### config.mk
export PLATFORM = sky130hd
export DESIGN_NAME = gcsr_regs
export DESIGN_NICKNAME = d
export VERILOG_FILES = /design/src/rtl/gcsr_pkg.sv /design/src/rtl/gcsr_regs.sv
export SDC_FILE = /design/constraint.sdc
export NUM_CORES = 1
export LEC_CHECK = 0
export BUFFER_PORTS_ARGS = -buffer_cell sky130_fd_sc_hd__buf_2
export CORE_ASPECT_RATIO = 2
export CORE_MARGIN = 4
export CORE_UTILIZATION = 32
export DETAILED_ROUTE_END_ITERATION = 7
export GPL_TIMING_DRIVEN = 0
export SLEW_MARGIN = 10
export SYNTH_ARGS = -nofsm -noshare
export SYNTH_HDL_FRONTEND = slang
export SYNTH_SLANG_ARGS = --single-unit
### constraint.sdc
create_clock -name clk -period 1.37 [get_ports clk]
set_input_delay 0.274 -clock clk [delete_from_list [all_inputs] [get_ports clk]]
set_output_delay 0.274 -clock clk [all_outputs]
set_load 0.01 [all_outputs]
### src/rtl/gcsr_pkg.sv
// Shared types and constants for the gain / clip stage with capture ring.
// No dependencies; RTL files use scoped names, the bench files import it.
package gcsr_pkg;

	localparam int SAMPLE_W = 24;
	localparam int GAIN_W   = 16;
	localparam int AGE_W    = 13;
	localparam int OUT_W    = 26;
	localparam int GAINED_W = 28;
	localparam int LIM_W    = 22;
	localparam int ENTRY_W  = SAMPLE_W + 1;
	localparam int ADDR_W   = 3;
	localparam int DATA_W   = 32;

	localparam logic signed [GAINED_W-1:0] FULL_SCALE_POS = 28'sd1048576;
	localparam logic signed [GAINED_W-1:0] FULL_SCALE_NEG = -28'sd1048576;
	localparam logic signed [GAINED_W-1:0] Q3_MAX         = 28'sd8388607;
	localparam logic signed [GAINED_W-1:0] Q3_MIN         = -28'sd8388608;
	localparam logic [GAIN_W-1:0]          UNITY_GAIN     = 16'd4096;

	typedef enum logic {
		REQ_PROCESS = 1'b0,
		REQ_READ    = 1'b1
	} req_kind_t;

	typedef enum logic {
		REG_INPUT_GAIN  = 1'b0,
		REG_OUTPUT_GAIN = 1'b1
	} reg_idx_t;

	typedef struct packed {
		logic valid;
		logic rd;
		logic ch;
		logic clip;
	} ctl_t;

endpackage

### src/rtl/gcsr_regs.sv
// APB-style register file holding the input and output gains.
// Depends on gcsr_pkg.
module gcsr_regs (
	input  logic                         clk,
	input  logic                         arst_n,
	input  logic                         psel,
	input  logic                         penable,
	input  logic                         pwrite,
	input  logic [gcsr_pkg::ADDR_W-1:0]  paddr,
	input  logic [gcsr_pkg::DATA_W-1:0]  pwdata,
	output logic [gcsr_pkg::DATA_W-1:0]  prdata,
	output logic                         pready,
	output logic [gcsr_pkg::GAIN_W-1:0]  input_gain,
	output logic [gcsr_pkg::GAIN_W-1:0]  output_gain
);

	logic [gcsr_pkg::GAIN_W-1:0] in_gain_q;
	logic [gcsr_pkg::GAIN_W-1:0] out_gain_q;
	gcsr_pkg::reg_idx_t          idx;
	logic                        wr_en;

	assign idx    = gcsr_pkg::reg_idx_t'(paddr[2]);
	assign wr_en  = psel && penable && pwrite;
	assign pready = 1'b1;

	always_ff @(posedge clk or negedge arst_n) begin
		if (!arst_n) begin
			in_gain_q  <= gcsr_pkg::UNITY_GAIN;
			out_gain_q <= gcsr_pkg::UNITY_GAIN;
		end else if (wr_en) begin
			unique case (idx)
				gcsr_pkg::REG_INPUT_GAIN:  in_gain_q  <= pwdata[gcsr_pkg::GAIN_W-1:0];
				gcsr_pkg::REG_OUTPUT_GAIN: out_gain_q <= pwdata[gcsr_pkg::GAIN_W-1:0];
				default: ;
			endcase
		end
	end

	always_comb begin
		unique case (idx)
			gcsr_pkg::REG_INPUT_GAIN:
				prdata = {{(gcsr_pkg::DATA_W-gcsr_pkg::GAIN_W){1'b0}}, in_gain_q};
			gcsr_pkg::REG_OUTPUT_GAIN:
				prdata = {{(gcsr_pkg::DATA_W-gcsr_pkg::GAIN_W){1'b0}}, out_gain_q};
			default:
				prdata = '0;
		endcase
	end

	assign input_gain  = in_gain_q;
	assign output_gain = out_gain_q;

endmodule

---- Word-level counts from Yosys, hierarchy flattened ----
Cells that the tools add are included.
cells by class
  $mul .................................... 0
  div/mod/pow operators ................... 0
  bitwise operators ....................... 1
  eq/ne operators ......................... 0
  mux-type cells .......................... 1
  add/subtract/negate cells ............... 0
  magnitude comparators ................... 0
  reduce and logical (&&, ||, !) cells .... 4
  shifts and indexed selects .............. 0
operator list
  kind                                 count
  32-bit case mux with 2 select lines  1
  2-bit AND reduction                  2
  1-bit logical AND                    2
  1-bit NOT                            1
storage, ports and cells
  word-level logic and storage cells ...... 8
  flip-flop bits (word level) ............. 32
  input bits .............................. 40
  RAM bits ................................ 0
  bits in latches ......................... 0
  ROM bits ................................ 0
  output and inout port bits .............. 65
  memories ................................ 0

---- Depth between registers and ports, before layout ----
  depth after elaboration ................. 3
  mapped depth ............................ 4
  gate-level depth less buffers ........... 2

---- Least setup slack after synthesis ----
OpenSTA, ideal clock, no wires.
  kind .................................... in2out
  start ................................... input paddr[2] in the netlist's numbering
  end ..................................... output prdata[10] in the netlist's numbering
  arrival ................................. 0.972 ns
  path buffers ............................ 2
  required time ........................... 1.096 ns
  cell stages on the path ................. 3
  setup slack ............................. 0.124 ns
  cell sequence ........................... buf_6 > buf_2 > mux2_2
between the ends
  word-level cells in the longest chain between the ends .. 2
RTL lines
  element                                  line             source
  start, declared                          gcsr_regs.sv:9   input logic [gcsr_pkg::ADDR_W-1:0] paddr,
  1-bit NOT (no line)                      -
  32-bit case mux with 2 select lines (*)  gcsr_regs.sv:40  unique case (idx)
  end, declared                            gcsr_regs.sv:11  output logic [gcsr_pkg::DATA_W-1:0] prdata,
Every way passes the cells marked *; elsewhere a longest branch is shown, timed or not. The select of a mux whose other input is x is not followed.

---- Final worst setup path ----
  start ................................... register in_gain_q (netlist bit input_gain[8])
  end ..................................... output prdata[8] in the netlist's numbering
between the ends
  word-level cells in the longest chain between the ends .. 1
RTL lines
  element                              line             source
  start, declared                      gcsr_regs.sv:17  logic [gcsr_pkg::GAIN_W-1:0] in_gain_q;
  start signal, assigned               gcsr_regs.sv:28  in_gain_q <= gcsr_pkg::UNITY_GAIN;
  start signal, assigned               gcsr_regs.sv:32  gcsr_pkg::REG_INPUT_GAIN: in_gain_q <= pwdata[gcsr_pkg::GAIN_W-1:0];
  32-bit case mux with 2 select lines  gcsr_regs.sv:40
Every way passes these cells. The select of a mux whose other input is x is not followed.

==> flow_metrics.env <==
export IMPL_post_synth_instance_area_sq_mm=0.00160
export IMPL_post_route_min_period_ps=1360
export IMPL_synth_fa_ha_area_share_pct=0
export IMPL_whs_ps=54.2
export IMPL_cts_buffer_depth=2
export IMPL_rsz0062_at_grt="yes"
export IMPL_multi_input_area_sq_um=721
export IMPL_synth_compound_area_share_pct=0
export IMPL_cts_buffers_inserted=5
export IMPL_max_freq_mhz=738
export IMPL_path_max_fanout=3
export IMPL_path_class="reg2out"
export IMPL_synthSimpleGateAreaFrac_pct=2.81
export IMPL_final_common_cell="buf_2"
export IMPL_cap_viol_max_count=0
export IMPL_muxShareOfSynthArea_pct=36.1
export IMPL_ys_types=10
export IMPL_clock_skew_ps=0
export IMPL_place_gp_congestion=0.651
export IMPL_fill_cells=463
export IMPL_cts_root_buf="clkbuf_8"
export IMPL_finalSetupViolCount=0
export IMPL_die_area_sq_mm=0.00627
export IMPL_syn_to_final_growth_pct=46.8
export IMPL_synth_xor_area_share_pct=0
export IMPL_drc=0
export IMPL_netlist_instances=105
export IMPL_port_buffers=68
export IMPL_worst_ir_drop_vdd_uv=692
export IMPL_gr_total_overflow=0
export IMPL_io_pins=105
export IMPL_ant_nets=0
export IMPL_yosys_warnings=0
export IMPL_clk_latency_ps=270
export IMPL_cts_tree="built"
export IMPL_synth_top_family_by_area="multiplexers"
export IMPL_core_sq_mm=0.00486
export IMPL_grt_pass1_vias=1123
export IMPL_worst_slew_pin_slew_ps=719
export IMPL_register_area_sq_um=803
export IMPL_die_x_um=58.0
export IMPL_synth_area_per_cell_sq_um=15.2
export IMPL_cts_clk_slew_worst_paths_ps=60
export IMPL_cts_sinks=32
export IMPL_track_usage_pct=11.6
export IMPL_htree_levels=2
export IMPL_cp_required_ps=1100
export IMPL_drt_pass1_iter_count=3
export IMPL_yosysSeqAreaShare_pct=50.2
export IMPL_worstHoldPathType="in2async"
export IMPL_drive_gt1_share_pct=76.0
export IMPL_final_cell_mix="buf_2 (55), dfrtp_1 (30), mux2_2 (29), buf_4 (25), mux2_4 (19)"
export IMPL_hold_viol_final=0
export IMPL_cp_start_kind="flip-flop"
export IMPL_num_antenna_cells=0
export IMPL_leakagePower_nw=1.26
export IMPL_powerDensity_mw_per_mm2=1400
export IMPL_post_route_period_util_pct=98.9
export IMPL_setup_ws_ps=14.6
export IMPL_wl_per_cell_um=13.7
export IMPL_first_iter_violations=21
export IMPL_ys_ff_latch=32
export IMPL_cp_arrival_ps=1080
export IMPL_rows=36
export IMPL_grt_start_max_net_pins=33
export IMPL_dp_slack_ps=-145
export IMPL_viasPerCell=4.35
export IMPL_dp_hpwl_um=2660
export IMPL_initial_core_util_pct=32.9
export IMPL_dieHeight_um=108
export IMPL_nets=243
export IMPL_wl_um=3570
export IMPL_outcome="finished, final reports clean"
export IMPL_slew_headroom_pct=52.1
export IMPL_antenna_found_initial=0
export IMPL_crit_path_end_kind="output pin"
export IMPL_route_vias_total=1135
export IMPL_grt_pass1_wl_um=5400
export IMPL_slew_viol_final=0
-- Yosys cell counts (all sizes together) --
library cell | instances | area (sq um)
nand4 | 1 | 21.3
dfrtp | 30 | 751
mux2 | 48 | 578
buf | 21 | 166
nand4b | 1 | 23.8
conb | 2 | 7.51
dfstp | 2 | 52.6
-- repair_timing --
action | 4_1_cts | 5_1_grt
hold buffers | 0 | 0
endpoints found under the setup margin | 11 | 14
buffers inserted | 1 | 7
gates resized for setup | 2 | 24
-- per-stage QoR --
| step | setup TNS (ps) | util [%] | std cells | total power, mW | cell area (sq um) |
|---|---|---|---|---|---|
| 2_1_floorplan | 0 | - | 120 | 1.90 | 1660 |
| 3_3_place_gp | -1480 | 42.5 | 245 | 2.32 | 2070 |
| 3_5_place_dp | -1420 | 42.5 | 245 | 2.34 | 2070 |
| 4_1_cts | 0 | 44.7 | 254 | 3.09 | 2170 |
| 5_1_grt | -68.8 | 48.3 | 261 | 3.49 | 2350 |
| 6_report | 0 | 48.3 | 261 | 3.30 | 2350 |
-- critical path, stage by stage, from the launching register on --
cell and delay (ps):
dfrtp_1 400, mux2_4 280, buf_6 120
-- worst paths after layout --
kind / startpoint / to / slack, ps / cells past startpoint
setup / recovery: input_gain[8] / prdata[8] / 10 / 2
hold / removal: arst_n / output_gain[15] / 50 / 1
setup reg to reg: input_gain[6] / input_gain[6] / 480 / 2
hold reg to reg: input_gain[15] / input_gain[15] / 530 / 1
max in group asynchronous: arst_n / output_gain[13] / 860 / 1
min in group clk: pwdata[14] / input_gain[14] / 240 / 2
-- kinds of logic after synthesis --
kind of cell / Yosys count
muxes: 48
DFF: 32
buffers and inverters: 21
and+or+nand+nor: 2
other: 2
-- power breakdown --
part	internal, mW	total (mW)	switching [mW]	leakage, nW
logic	0.766	1.25	0.486	0.831
clock network	0.409	0.733	0.323	0.0455
registers	1.17	1.31	0.149	0.381
-- metal layers --
metal  track usage, %  wire (um)
met1             11.8       1300
met2             20.9       1900
met3             3.11        291
met4             5.97         74
met5                0          0
-- sequential cells by signal, summed over array words and instances, names as in the netlist --
signal	cells
output_gain	16
input_gain	16
-- area by class of cell --
cell class / count / area share (%)
clock buffers: 8 / 3.84
multi-input cells: 67 / 30.7
flip-flops and latches: 32 / 34.2
well taps: 57 / 3.04
repair buffers: 76 / 20.5
plain buffers: 21 / 7.73
Power figures use the tool's default switching activity.
