## src/rtl/gcsr_pkg.sv

```systemverilog
// Shared types and constants for the gain / clip stage with capture ring.
// No dependencies; RTL files use scoped names, the bench files import it.
package gcsr_pkg;

	localparam int SAMPLE_W = 24;
	localparam int GAIN_W   = 16;
	localparam int AGE_W    = 13;
	localparam int OUT_W    = 26;
	localparam int GAINED_W = 28;
	localparam int LIM_W    = 22;
	localparam int ENTRY_W  = SAMPLE_W + 1;
	localparam int ADDR_W   = 3;
	localparam int DATA_W   = 32;

	localparam logic signed [GAINED_W-1:0] FULL_SCALE_POS = 28'sd1048576;
	localparam logic signed [GAINED_W-1:0] FULL_SCALE_NEG = -28'sd1048576;
	localparam logic signed [GAINED_W-1:0] Q3_MAX         = 28'sd8388607;
	localparam logic signed [GAINED_W-1:0] Q3_MIN         = -28'sd8388608;
	localparam logic [GAIN_W-1:0]          UNITY_GAIN     = 16'd4096;

	typedef enum logic {
		REQ_PROCESS = 1'b0,
		REQ_READ    = 1'b1
	} req_kind_t;

	typedef enum logic {
		REG_INPUT_GAIN  = 1'b0,
		REG_OUTPUT_GAIN = 1'b1
	} reg_idx_t;

	typedef struct packed {
		logic valid;
		logic rd;
		logic ch;
		logic clip;
	} ctl_t;

endpackage

```

## src/rtl/gcsr_front.sv

```systemverilog
// Front stages: input gain, rounding, clip detection, limit and store saturation,
// and reduction of the read age modulo the ring depth. Depends on gcsr_pkg.
module gcsr_front #(
	parameter int DEPTH = 4096
) (
	input  logic                                clk,
	input  logic                                arst_n,
	input  logic                                adv,
	input  logic                                acc,
	input  logic                                req_type,
	input  logic                                channel,
	input  logic signed [gcsr_pkg::SAMPLE_W-1:0] sample_in,
	input  logic [gcsr_pkg::AGE_W-1:0]          age,
	input  logic [gcsr_pkg::GAIN_W-1:0]         input_gain,
	output gcsr_pkg::ctl_t                      ctl_s3,
	output logic signed [gcsr_pkg::LIM_W-1:0]   lim_s3,
	output logic [gcsr_pkg::SAMPLE_W-1:0]       st_s3,
	output logic [$clog2(DEPTH)-1:0]            age_mod_s3
);

	localparam int PW       = $clog2(DEPTH);
	localparam int RECIP_W  = 27;
	localparam int QPROD_W  = gcsr_pkg::AGE_W + RECIP_W;
	localparam int Q_W      = QPROD_W - 30;
	localparam logic [RECIP_W-1:0] RECIP = RECIP_W'((2 ** 30) / DEPTH + 1);
	localparam int PROD_W   = gcsr_pkg::SAMPLE_W + gcsr_pkg::GAIN_W;

	gcsr_pkg::ctl_t                        ctl_s1;
	logic signed [gcsr_pkg::SAMPLE_W-1:0]  sample_s1;
	logic [gcsr_pkg::AGE_W-1:0]            age_s1;

	gcsr_pkg::ctl_t                        ctl_s2;
	logic signed [gcsr_pkg::GAINED_W-1:0]  gained_s2;
	logic [Q_W-1:0]                        q_s2;
	logic [gcsr_pkg::AGE_W-1:0]            age_s2;

	logic signed [PROD_W-1:0]              prod;
	logic signed [PROD_W-1:0]              prod_rnd;
	logic [QPROD_W-1:0]                    qprod;
	logic                                  over;
	logic                                  under;
	logic signed [gcsr_pkg::LIM_W-1:0]     lim;
	logic [gcsr_pkg::SAMPLE_W-1:0]         st;
	logic [gcsr_pkg::AGE_W-1:0]            age_rem;
	logic [gcsr_pkg::AGE_W+PW-1:0]         age_wide;

	// stage 1: capture the beat
	always_ff @(posedge clk or negedge arst_n) begin
		if (!arst_n) begin
			ctl_s1 <= '0;
		end else if (adv) begin
			ctl_s1.valid <= acc;
			ctl_s1.rd    <= (req_type == gcsr_pkg::REQ_READ);
			ctl_s1.ch    <= channel;
			ctl_s1.clip  <= 1'b0;
		end
	end

	always_ff @(posedge clk) begin
		if (adv) begin
			sample_s1 <= sample_in;
			age_s1    <= age;
		end
	end

	assign prod     = sample_s1 * $signed({1'b0, input_gain});
	assign prod_rnd = prod + PROD_W'(2048);
	assign qprod    = QPROD_W'(age_s1) * QPROD_W'(RECIP);

	// stage 2: rounded gained sample and age quotient
	always_ff @(posedge clk or negedge arst_n) begin
		if (!arst_n) begin
			ctl_s2 <= '0;
		end else if (adv) begin
			ctl_s2 <= ctl_s1;
		end
	end

	always_ff @(posedge clk) begin
		if (adv) begin
			gained_s2 <= prod_rnd[PROD_W-1:12];
			q_s2      <= qprod[QPROD_W-1:30];
			age_s2    <= age_s1;
		end
	end

	assign over  = gained_s2 > gcsr_pkg::FULL_SCALE_POS;
	assign under = gained_s2 < gcsr_pkg::FULL_SCALE_NEG;

	always_comb begin
		priority if (over)
			lim = gcsr_pkg::LIM_W'(gcsr_pkg::FULL_SCALE_POS);
		else if (under)
			lim = gcsr_pkg::LIM_W'(gcsr_pkg::FULL_SCALE_NEG);
		else
			lim = gained_s2[gcsr_pkg::LIM_W-1:0];
	end

	always_comb begin
		priority if (gained_s2 > gcsr_pkg::Q3_MAX)
			st = gcsr_pkg::Q3_MAX[gcsr_pkg::SAMPLE_W-1:0];
		else if (gained_s2 < gcsr_pkg::Q3_MIN)
			st = gcsr_pkg::Q3_MIN[gcsr_pkg::SAMPLE_W-1:0];
		else
			st = gained_s2[gcsr_pkg::SAMPLE_W-1:0];
	end

	assign age_rem  = age_s2 - gcsr_pkg::AGE_W'(q_s2 * DEPTH);
	assign age_wide = {{PW{1'b0}}, age_rem};

	// stage 3: limited, saturated and reduced values
	always_ff @(posedge clk or negedge arst_n) begin
		if (!arst_n) begin
			ctl_s3 <= '0;
		end else if (adv) begin
			ctl_s3.valid <= ctl_s2.valid;
			ctl_s3.rd    <= ctl_s2.rd;
			ctl_s3.ch    <= ctl_s2.ch;
			ctl_s3.clip  <= over || under;
		end
	end

	always_ff @(posedge clk) begin
		if (adv) begin
			lim_s3     <= lim;
			st_s3      <= st;
			age_mod_s3 <= age_wide[PW-1:0];
		end
	end

endmodule

```

## config.mk

```make
export PLATFORM = sky130hd
export DESIGN_NAME = gcsr_front
export DESIGN_NICKNAME = d
export VERILOG_FILES = /design/src/rtl/gcsr_pkg.sv /design/src/rtl/gcsr_front.sv
export SDC_FILE = /design/constraint.sdc
export NUM_CORES = 1
export LEC_CHECK = 0
export ABC_AREA = 1
export BUFFER_PORTS_ARGS = -buffer_cell sky130_fd_sc_hd__buf_2
export CAP_MARGIN = 20
export CELL_PAD_IN_SITES_DETAIL_PLACEMENT = 0
export CELL_PAD_IN_SITES_GLOBAL_PLACEMENT = 2
export CORE_UTILIZATION = 39
export CTS_BUF_LIST = sky130_fd_sc_hd__clkbuf_4 sky130_fd_sc_hd__clkbuf_8 sky130_fd_sc_hd__clkbuf_16
export DETAILED_ROUTE_END_ITERATION = 7
export GPL_TIMING_DRIVEN = 0
export PLACE_DENSITY_LB_ADDON = 0.1
export SLEW_MARGIN = 20
export SYNTH_ARGS = -nofsm -noshare
export SYNTH_HDL_FRONTEND = slang
export SYNTH_SLANG_ARGS = --single-unit
```

## constraint.sdc

```tcl
create_clock -name clk -period 7.15 [get_ports clk]
set_input_delay 0.3575 -clock clk [delete_from_list [all_inputs] [get_ports clk]]
set_output_delay 0.3575 -clock clk [all_outputs]
set_load 0.01 [all_outputs]
```

# After elaboration in Yosys (flattened, before gate mapping)
# Index checks and enable logic that the tools add are counted.
dict set report word_totals {
  regBits 144
  out_inout_bits 62
  elab_cells 29
}
dict set report classes {
  addsub 2
  mul 1
  magnitude_cmp 4
  muxes 2
  reduce_logical 2
}
# op n
set op_table {}
lappend op_table {{$add 40x13->40 const B} 1}
lappend op_table {{$mul 24x17->40} 1}
lappend op_table {{$gt 28x22->1 const B} 1}
lappend op_table {{$gt 28x24->1 const B} 1}
lappend op_table {{$lt 28x21->1 const B} 1}
lappend op_table {{$lt 28x24->1 const B} 1}
lappend op_table {{$mux 24} 1}
lappend op_table {{$mux 22} 1}
lappend op_table {{$sub 12x1->12 const B} 1}
lappend op_table {{$reduce_or 2->1} 1}
lappend op_table {{$logic_or 1x1->1} 1}

# Longest topological paths before layout
# Gate-level depths: netlist of run 1.
dict set report logic_depth {
  ltp_word 2
  depth_mapped 29
}

# Worst setup path after synthesis of run 1
# Ideal clock, no wire load.
dict set report synth_path {
  kind {flip-flop to flip-flop}
  startpoint {reg sample_s1[23] in the netlist's numbering}
  endpoint {reg gained_s2[22] in the netlist's numbering (data pin)}
  t_arrival_ns 5.746
  required_time_ns 6.890
  setup_slack_ns 1.144
  stages_incl_launch_ff 22
  path_buffers 2
  cell_sequence {edfxtp_1 clkbuf_1 clkbuf_1 nand2_1 fa_1 inv_1 fa_1 inv_1 fa_1 fa_1 inv_1 fa_1 inv_1 fa_1 inv_1 ha_1 a21oi_1 nand2_1 o21bai_1 a21oi_1 nand2_1 xor2_1}
}
dict set report synth_between {
  elab_chain_len 2
}
# item line_no
set synth_rtl {}
lappend synth_rtl {{start, declared} gcsr_front.sv:29} ;# logic signed [gcsr_pkg::SAMPLE_W-1:0] sample_s1;
lappend synth_rtl {{start signal, assigned} gcsr_front.sv:61} ;# sample_s1 <= sample_in;
lappend synth_rtl {{$mul 24x17->40} gcsr_front.sv:66} ;# assign prod = sample_s1 * $signed({1'b0, input_gain});
lappend synth_rtl {{$add 40x13->40} gcsr_front.sv:67} ;# assign prod_rnd = prod + PROD_W'(2048);
lappend synth_rtl {{named net prod_rnd[34]} gcsr_front.sv:38} ;# logic signed [PROD_W-1:0] prod_rnd;
lappend synth_rtl {{end signal, assigned} gcsr_front.sv:81} ;# gained_s2 <= prod_rnd[PROD_W-1:12];
lappend synth_rtl {{end, declared} gcsr_front.sv:33} ;# logic signed [gcsr_pkg::GAINED_W-1:0] gained_s2;
# The timed path passes the listed nets, and every way through them passes these cells.
# A chain may end at the register's enable or synchronous reset.

# Worst setup path in the final report of run 1
dict set report layout_path {
  startpoint {reg sample_s1[20] in the netlist's numbering}
  endpoint {reg gained_s2[26] in the netlist's numbering (data pin)}
}
# Same word-level chain as after synthesis.

==> flow_summary.yaml, run 1 <==
setup_path:
  worstPathRequired_ps: 7370
  path_class: "flop to flop"
  endpoint_kind: "flop"
  cp.arrival_ps: 6990
  worstPathCellList: "clkbuf_1 > clkbuf_1 > nand2_1 > fa_1 > inv_1 > fa_1 > fa_1 > fa_1 > fa_1 > inv_1 > fa_1 > inv_1 > ha_1 > nand2_1 > nor3_1 > nand2_1 > nor2_1 > nand3b_1 > nand4_1 > nand2_1"
  max_stage_delay_ps: 570
  cp.buffers_inverters: 5
  worst_setup_path_start_kind: "flop"
  r2r_cells: 20
  path_max_fanout: 10
  critical_path.most_common_cell: "fa_1"
  crit_slowest_cell: "fa_1"
  r2r_setup_slack_ps: 380
  crit_family: "adder cells"
  reg2reg_from: "sample_s1[20]"
  r2r_end: "gained_s2[26]"
sta:
  clock_skew_ps: 20.3
  fmax_ghz: 0.148
  worst_slew_pin_slew_ps: 1100
  fin_crit_ps: 6770
  finalHoldViolCount: 0
  setup_viol: 0
  hold_ws_ps: 46.0
  fin_crit_sh_pct: 94.7
  rsz0062_at_grt: "false"
  slew_violations: 0
  slew_headroom_pct: 26.4
placement:
  hpwlAfterDp_um: 49100
  portBuffers: 119
  gp_congestion: 0.863
clocking:
  ctsRootBufferMaster: "clkbuf_16"
  h-tree-depth: 4
  clk_pin_slew_ps: 70
  cts_buffers: 17
  cts_tree: "done"
  cts.sink_count: 144
  clock_latency_ps: 480
  clk_path_buf_depth: 2
finish:
  layout.nets: 3063
  regArea_sq_mm: 0.00427
  nFillCells: 5206
  drive_gt1_share_pct: 7.23
  fin_util_pct: 44.0
  multi_input_area_sq_mm: 0.0125
  synthToLayoutAreaGrowth_pct: 10.6
grt:
  grt_pass1_wl_um: 93800
  grt_max_degree: 69
  antenna_found_initial: 0
  grt_pass1_vias: 16100
  gr-usage-all-layers_pct: 24.3
  grt_overflow_total: 0
floorplan:
  coreArea_sq_mm: 0.0506
  rows: 82
  die_h_um: 229
  die_w_um: 229
  die_area_sq_mm: 0.0526
  start_util_pct: 39.8
  ioPinCount: 121
synthesis:
  ys_seq_area_share_pct: 21.2
  syn-cell-area_sq_mm: 0.0201
  synth_fp_nets: 2918
  ys_types: 36
  ys_ff_latch: 144
  synth-main-ff-cell: "edfxtp_1"
  syn_area_per_cell_sq_um: 8.49
  synth_edf_count: 134
  post_synth_inst_count: 2373
  async_flop_share_pct: 6.94
  yosysWarnings: 0
min_path:
  min_delay_worst_endpoint: "sample_s1[8]"
  hold_depth: 1
  min-delay-start: "sample_in[8]"
  hold_path_class: "primary input to flop"
outcome:
  status: "complete, no violations"
flow_run:
  maxCapViolations: 0
drt:
  drtIter0Drc: 825
  ant_nets: 0
  viasPerCell: 4.62
  wl_um: 59200
  vias: 14800
  dr.pass1.iters: 7
  avgRoutedWirePerCell_um: 18.5
  drc: 0
cell type report:
type	count	area share (%)
tap	672	3.77
sequential	144	19.2
antenna	1	0.0112
clock inverter	14	0.590
inverter	811	13.7
timing repair buffer	127	3.16
buffer	87	1.51
multi-input combinational	1330	56.1
clock buffer	18	2.02
Yosys cell counts, drive strengths merged (7+ instances only):
cell type,instances,area [sq um]
o21ai,43,219
ha,115,1440
nand2,548,2070
nor3,12,75.1
nand3,35,175
clkbuf,85,319
xor2,17,149
dfrtp,10,250
edfxtp,134,4020
fa,371,7430
o21bai,7,52.6
a21oi,41,205
xnor2,7,61.3
nand4,8,50.1
inv,810,3040
nor2,104,400
stage by stage:
step           instance area, sq um  cells  TNS, ps  worst slack (ps)
2_1_floorplan                 20100   2373        0              1140
3_3_place_gp                  21600   3164     -161              -151
3_5_place_dp                  21600   3165     -205              -133
4_1_cts                       22300   3204        0               100
5_1_grt                       22300   3203        0              34.7
6_report                      22300   3204        0               378
what timing repair did:
item                                    4_1_cts  5_1_grt
buffers inserted                              0        0
hold endpoints to repair                     16        0
endpoints found under the setup margin        2        9
pin swaps                                     0        0
hold buffers                                  7        0
resized for setup                             1       13
logic make-up (layout without fill, tap and decap cells):
kind of cell,count (synthesis),in the layout,synth area share (%)
other,0,1,0
flip-flops,144,144,21.2
multiplexers,3,3,0.168
AND/OR/NAND/NOR,717,717,14.1
XOR/XNOR,24,24,1.04
adder cells (fa/ha/maj),486,486,44.0
AO/OA/AOI/OAI,100,100,2.68
buffers and inverters,899,1057,16.8
registers in the layout, indices dropped and copies added, names as in the netlist:
register and count:
lim_s3 22, gained_s2 28, st_s3 24, age_mod_s3 12, sample_s1 24, age_s1 12, ctl_s1 3, ctl_s3 4
ctl_s2 3, age_s2 12
metal layers:
metal / wire length (um) / up-vias / GRT usage [%] / share of wire, %
met4: 1200 / 0 / 7.31 / 2.0
met5: 0 / - / 0 / 0
met1: 25800 / 7475 / 31.4 / 44
met3: 2400 / 51 / 2.89 / 4.1
met2: 29800 / 298 / 42.7 / 50
li1: - / 6992 / - / -
worst max-delay path by stage:
stage / end / start / depth (start not counted) / slack, ps
2_1_floorplan: gained_s2[22] / sample_s1[23] / 21 / 1140
3_3_place_gp: gained_s2[26] / input_gain[3] / 22 / -150
3_5_place_dp: gained_s2[26] / input_gain[3] / 22 / -130
4_1_cts: gained_s2[26] / sample_s1[23] / 22 / 100
5_1_grt: gained_s2[20] / sample_s1[6] / 22 / 30
6_report: gained_s2[26] / sample_s1[20] / 20 / 380
cells in the final DEF, fill, tap and decap left out, types with 9 or more instances in the layout:
cell type,instances
clkbuf_16,18
nor2_1,100
edfxtp_1,134
buf_2,120
a21oi_1,41
fa_1,369
inv_1,807
xor2_1,17
nor3_1,9
ha_1,115
nand3_1,35
nand2_1,543
clkbuf_1,78
o21ai_0,41
dfrtp_1,10
Power of run 1 is left out: the tool's default activity adds up to more than one toggle a clock period on the data nets, which glitch-free logic cannot reach.
==> run 2: changes to the inputs <==
clock period = 7.33 ns   (was 7.15 ns; I/O delays follow)
==> run 2 against run 1 <==
Effect of this change:
- register-to-register slack better by 60 ps
- sequential cell count stayed put
- worst setup slack better by 56 ps
- fmax is 1.8% lower
- clock skew is 2.5 ps lower
- global-route usage hardly changed
==> flow_summary.yaml, run 2 (synthesis results as in run 1) <==
outcome:
  status: "complete, no violations"
drt:
  ant_nets: 0
  vias: 14800
  wl_met2_um: 29700
  drc: 0
  dr.pass1.iters: 7
  dr_wl_met3_um: 2410
  avgRoutedWirePerCell_um: 18.5
  viasPerCell: 4.63
  drtIter0Drc: 779
  wl_met1_um: 25800
  highest_layer: "met4"
  wl_um: 59200
placement:
  gp_congestion: 0.863
  portBuffers: 119
  hpwlAfterDp_um: 49100
clocking:
  clock_latency_ps: 480
  cts_buffers: 17
  cts_tree: "done"
  post_cts_buffers: 0
  clk_path_buf_depth: 2
  h-tree-depth: 4
  ctsRootBufferMaster: "clkbuf_16"
  clk_pin_slew_ps: 80
  cts.sink_count: 144
finish:
  nFillCells: 5212
  drive_gt1_share_pct: 7.01
  regMostFlops: "gained_s2"
  largestRegisters: "gained_s2 (28), sample_s1 (24), st_s3 (24)"
  synthToLayoutAreaGrowth_pct: 10.3
  layout.nets: 3058
  final_common_cell: "inv_1"
  final_cell_mix: "807 x inv_1, 543 x nand2_1, 370 x fa_1, 134 x edfxtp_1, 120 x buf_2"
  regArea_sq_mm: 0.00427
  largest_reg_flops: 28
  multi_input_area_sq_mm: 0.0125
grt:
  grt_max_degree: 69
  grt_pass1_wl_um: 93700
  grt_pass1_vias: 16100
  gr-usage-all-layers_pct: 24.3
  grt_overflow_total: 0
  antenna_found_initial: 0
setup_path:
  cp.arrival_ps: 7110
  crit_slowest_cell: "clkbuf_1"
  max_stage_delay_ps: 600
  path_max_fanout: 10
  endpoint_kind: "flop"
  path_class: "flop to flop"
  worst_setup_path_start_kind: "flop"
  critical_path.most_common_cell: "fa_1"
  worstPathCellList: "clkbuf_1 > clkbuf_1 > nand2_1 > fa_1 > inv_1 > fa_1 > inv_1 > fa_1 > inv_1 > fa_1 > fa_1 > inv_1 > fa_1 > inv_1 > ha_1 > a21oi_1 > o21ai_0 > nor2_1 > nand2_1 > nand2_1 > nand2_1 > xor2_1"
  worstPathRequired_ps: 7550
floorplan:
  die_area_sq_mm: 0.0526
  ioPinCount: 121
  die_w_um: 229
  die_h_um: 229
  rows: 82
  start_util_pct: 39.8
  coreArea_sq_mm: 0.0506
sta:
  clock_skew_ps: 17.7
  slew_headroom_pct: 26.3
  worst_slew_pin_slew_ps: 1110
  finalHoldViolCount: 0
  fin_crit_sh_pct: 94.1
  fin_crit_ps: 6900
  fin_tns_setup_ps: 0
  setup_viol: 0
  fmax_ghz: 0.145
  slew_violations: 0
  rsz0062_at_grt: "false"
min_path:
  hold_path_class: "primary input to flop"
flow_run:
  maxCapViolations: 0
==> run 2: changes by cell type in the layout (fill, tap and decap cells not counted), sizes merged <==
| cell | before | now |
|---|---|---|
| diode | 1 | 2 |
| dlygate4sd3 | 7 | 1 |
| clkbuf | 102 | 103 |
==> run 2: final timing paths <==
path | start | end | slack (ps) | depth (start not counted)
setup / recovery | sample_s1[7] | gained_s2[20] | 430 | 22
hold / removal | sample_in[23] | sample_s1[23] | 50 | 1
setup reg to reg | sample_s1[7] | gained_s2[20] | 430 | 22
hold reg to reg | age_s2[2] | age_mod_s3[2] | 420 | 0
max in group asynchronous | arst_n | ctl_s2[3] | 6870 | 2
min in group asynchronous | arst_n | ctl_s3[2] | 270 | 2
==> run 2: critical path: cells and delay by family, from the launching register on <==
| kind | cells | cell delay [ps] |
|---|---|---|
| compound gates | 2 | 500 |
| simple gates | 5 | 780 |
| flops | 1 | 340 |
| xor+xnor | 1 | 160 |
| buf+inv | 7 | 1420 |
| fa+ha+maj | 7 | 3430 |
==> run 2: final cells by class <==
class / instances / area share [%]
tap: 672 / 3.78
sequential: 144 / 19.2
inverter: 811 / 13.7
multi-input combinational: 1330 / 56.2
buffer: 88 / 1.50
clock inverter: 14 / 0.591
clock buffer: 18 / 2.03
antenna: 2 / 0.0225
timing repair buffer: 121 / 2.89
==> run 2: what timing repair did <==
item                                    4_1_cts  5_1_grt
endpoints found under the hold margin        10        0
hold buffers                                  1        0
resized for setup                             0        3
endpoints found under the setup margin        0        8
==> run 2: through the flow <==
step | hold slack, ps | utilization, % | std cells | cell area, sq um | setup slack (ps)
floorplan | 70.9 | - | 2373 | 20100 | 1320
global placement | 232 | 42.7 | 3164 | 21600 | 19.7
detailed placement | 239 | 42.7 | 3165 | 21600 | 38.5
CTS | 0.591 | 43.9 | 3198 | 22200 | 80.6
global route | 33.0 | 43.9 | 3198 | 22200 | 16.7
finish | 54.1 | 43.9 | 3200 | 22200 | 434
==> run 2: layer usage <==
layer / vias to the layer above / track usage [%]
met5: - / 0
met4: 0 / 7.31
met3: 58 / 2.89
met2: 315 / 42.6
met1: 7445 / 31.3
li1: 6985 / -
Power of run 2 is left out for the same reason.
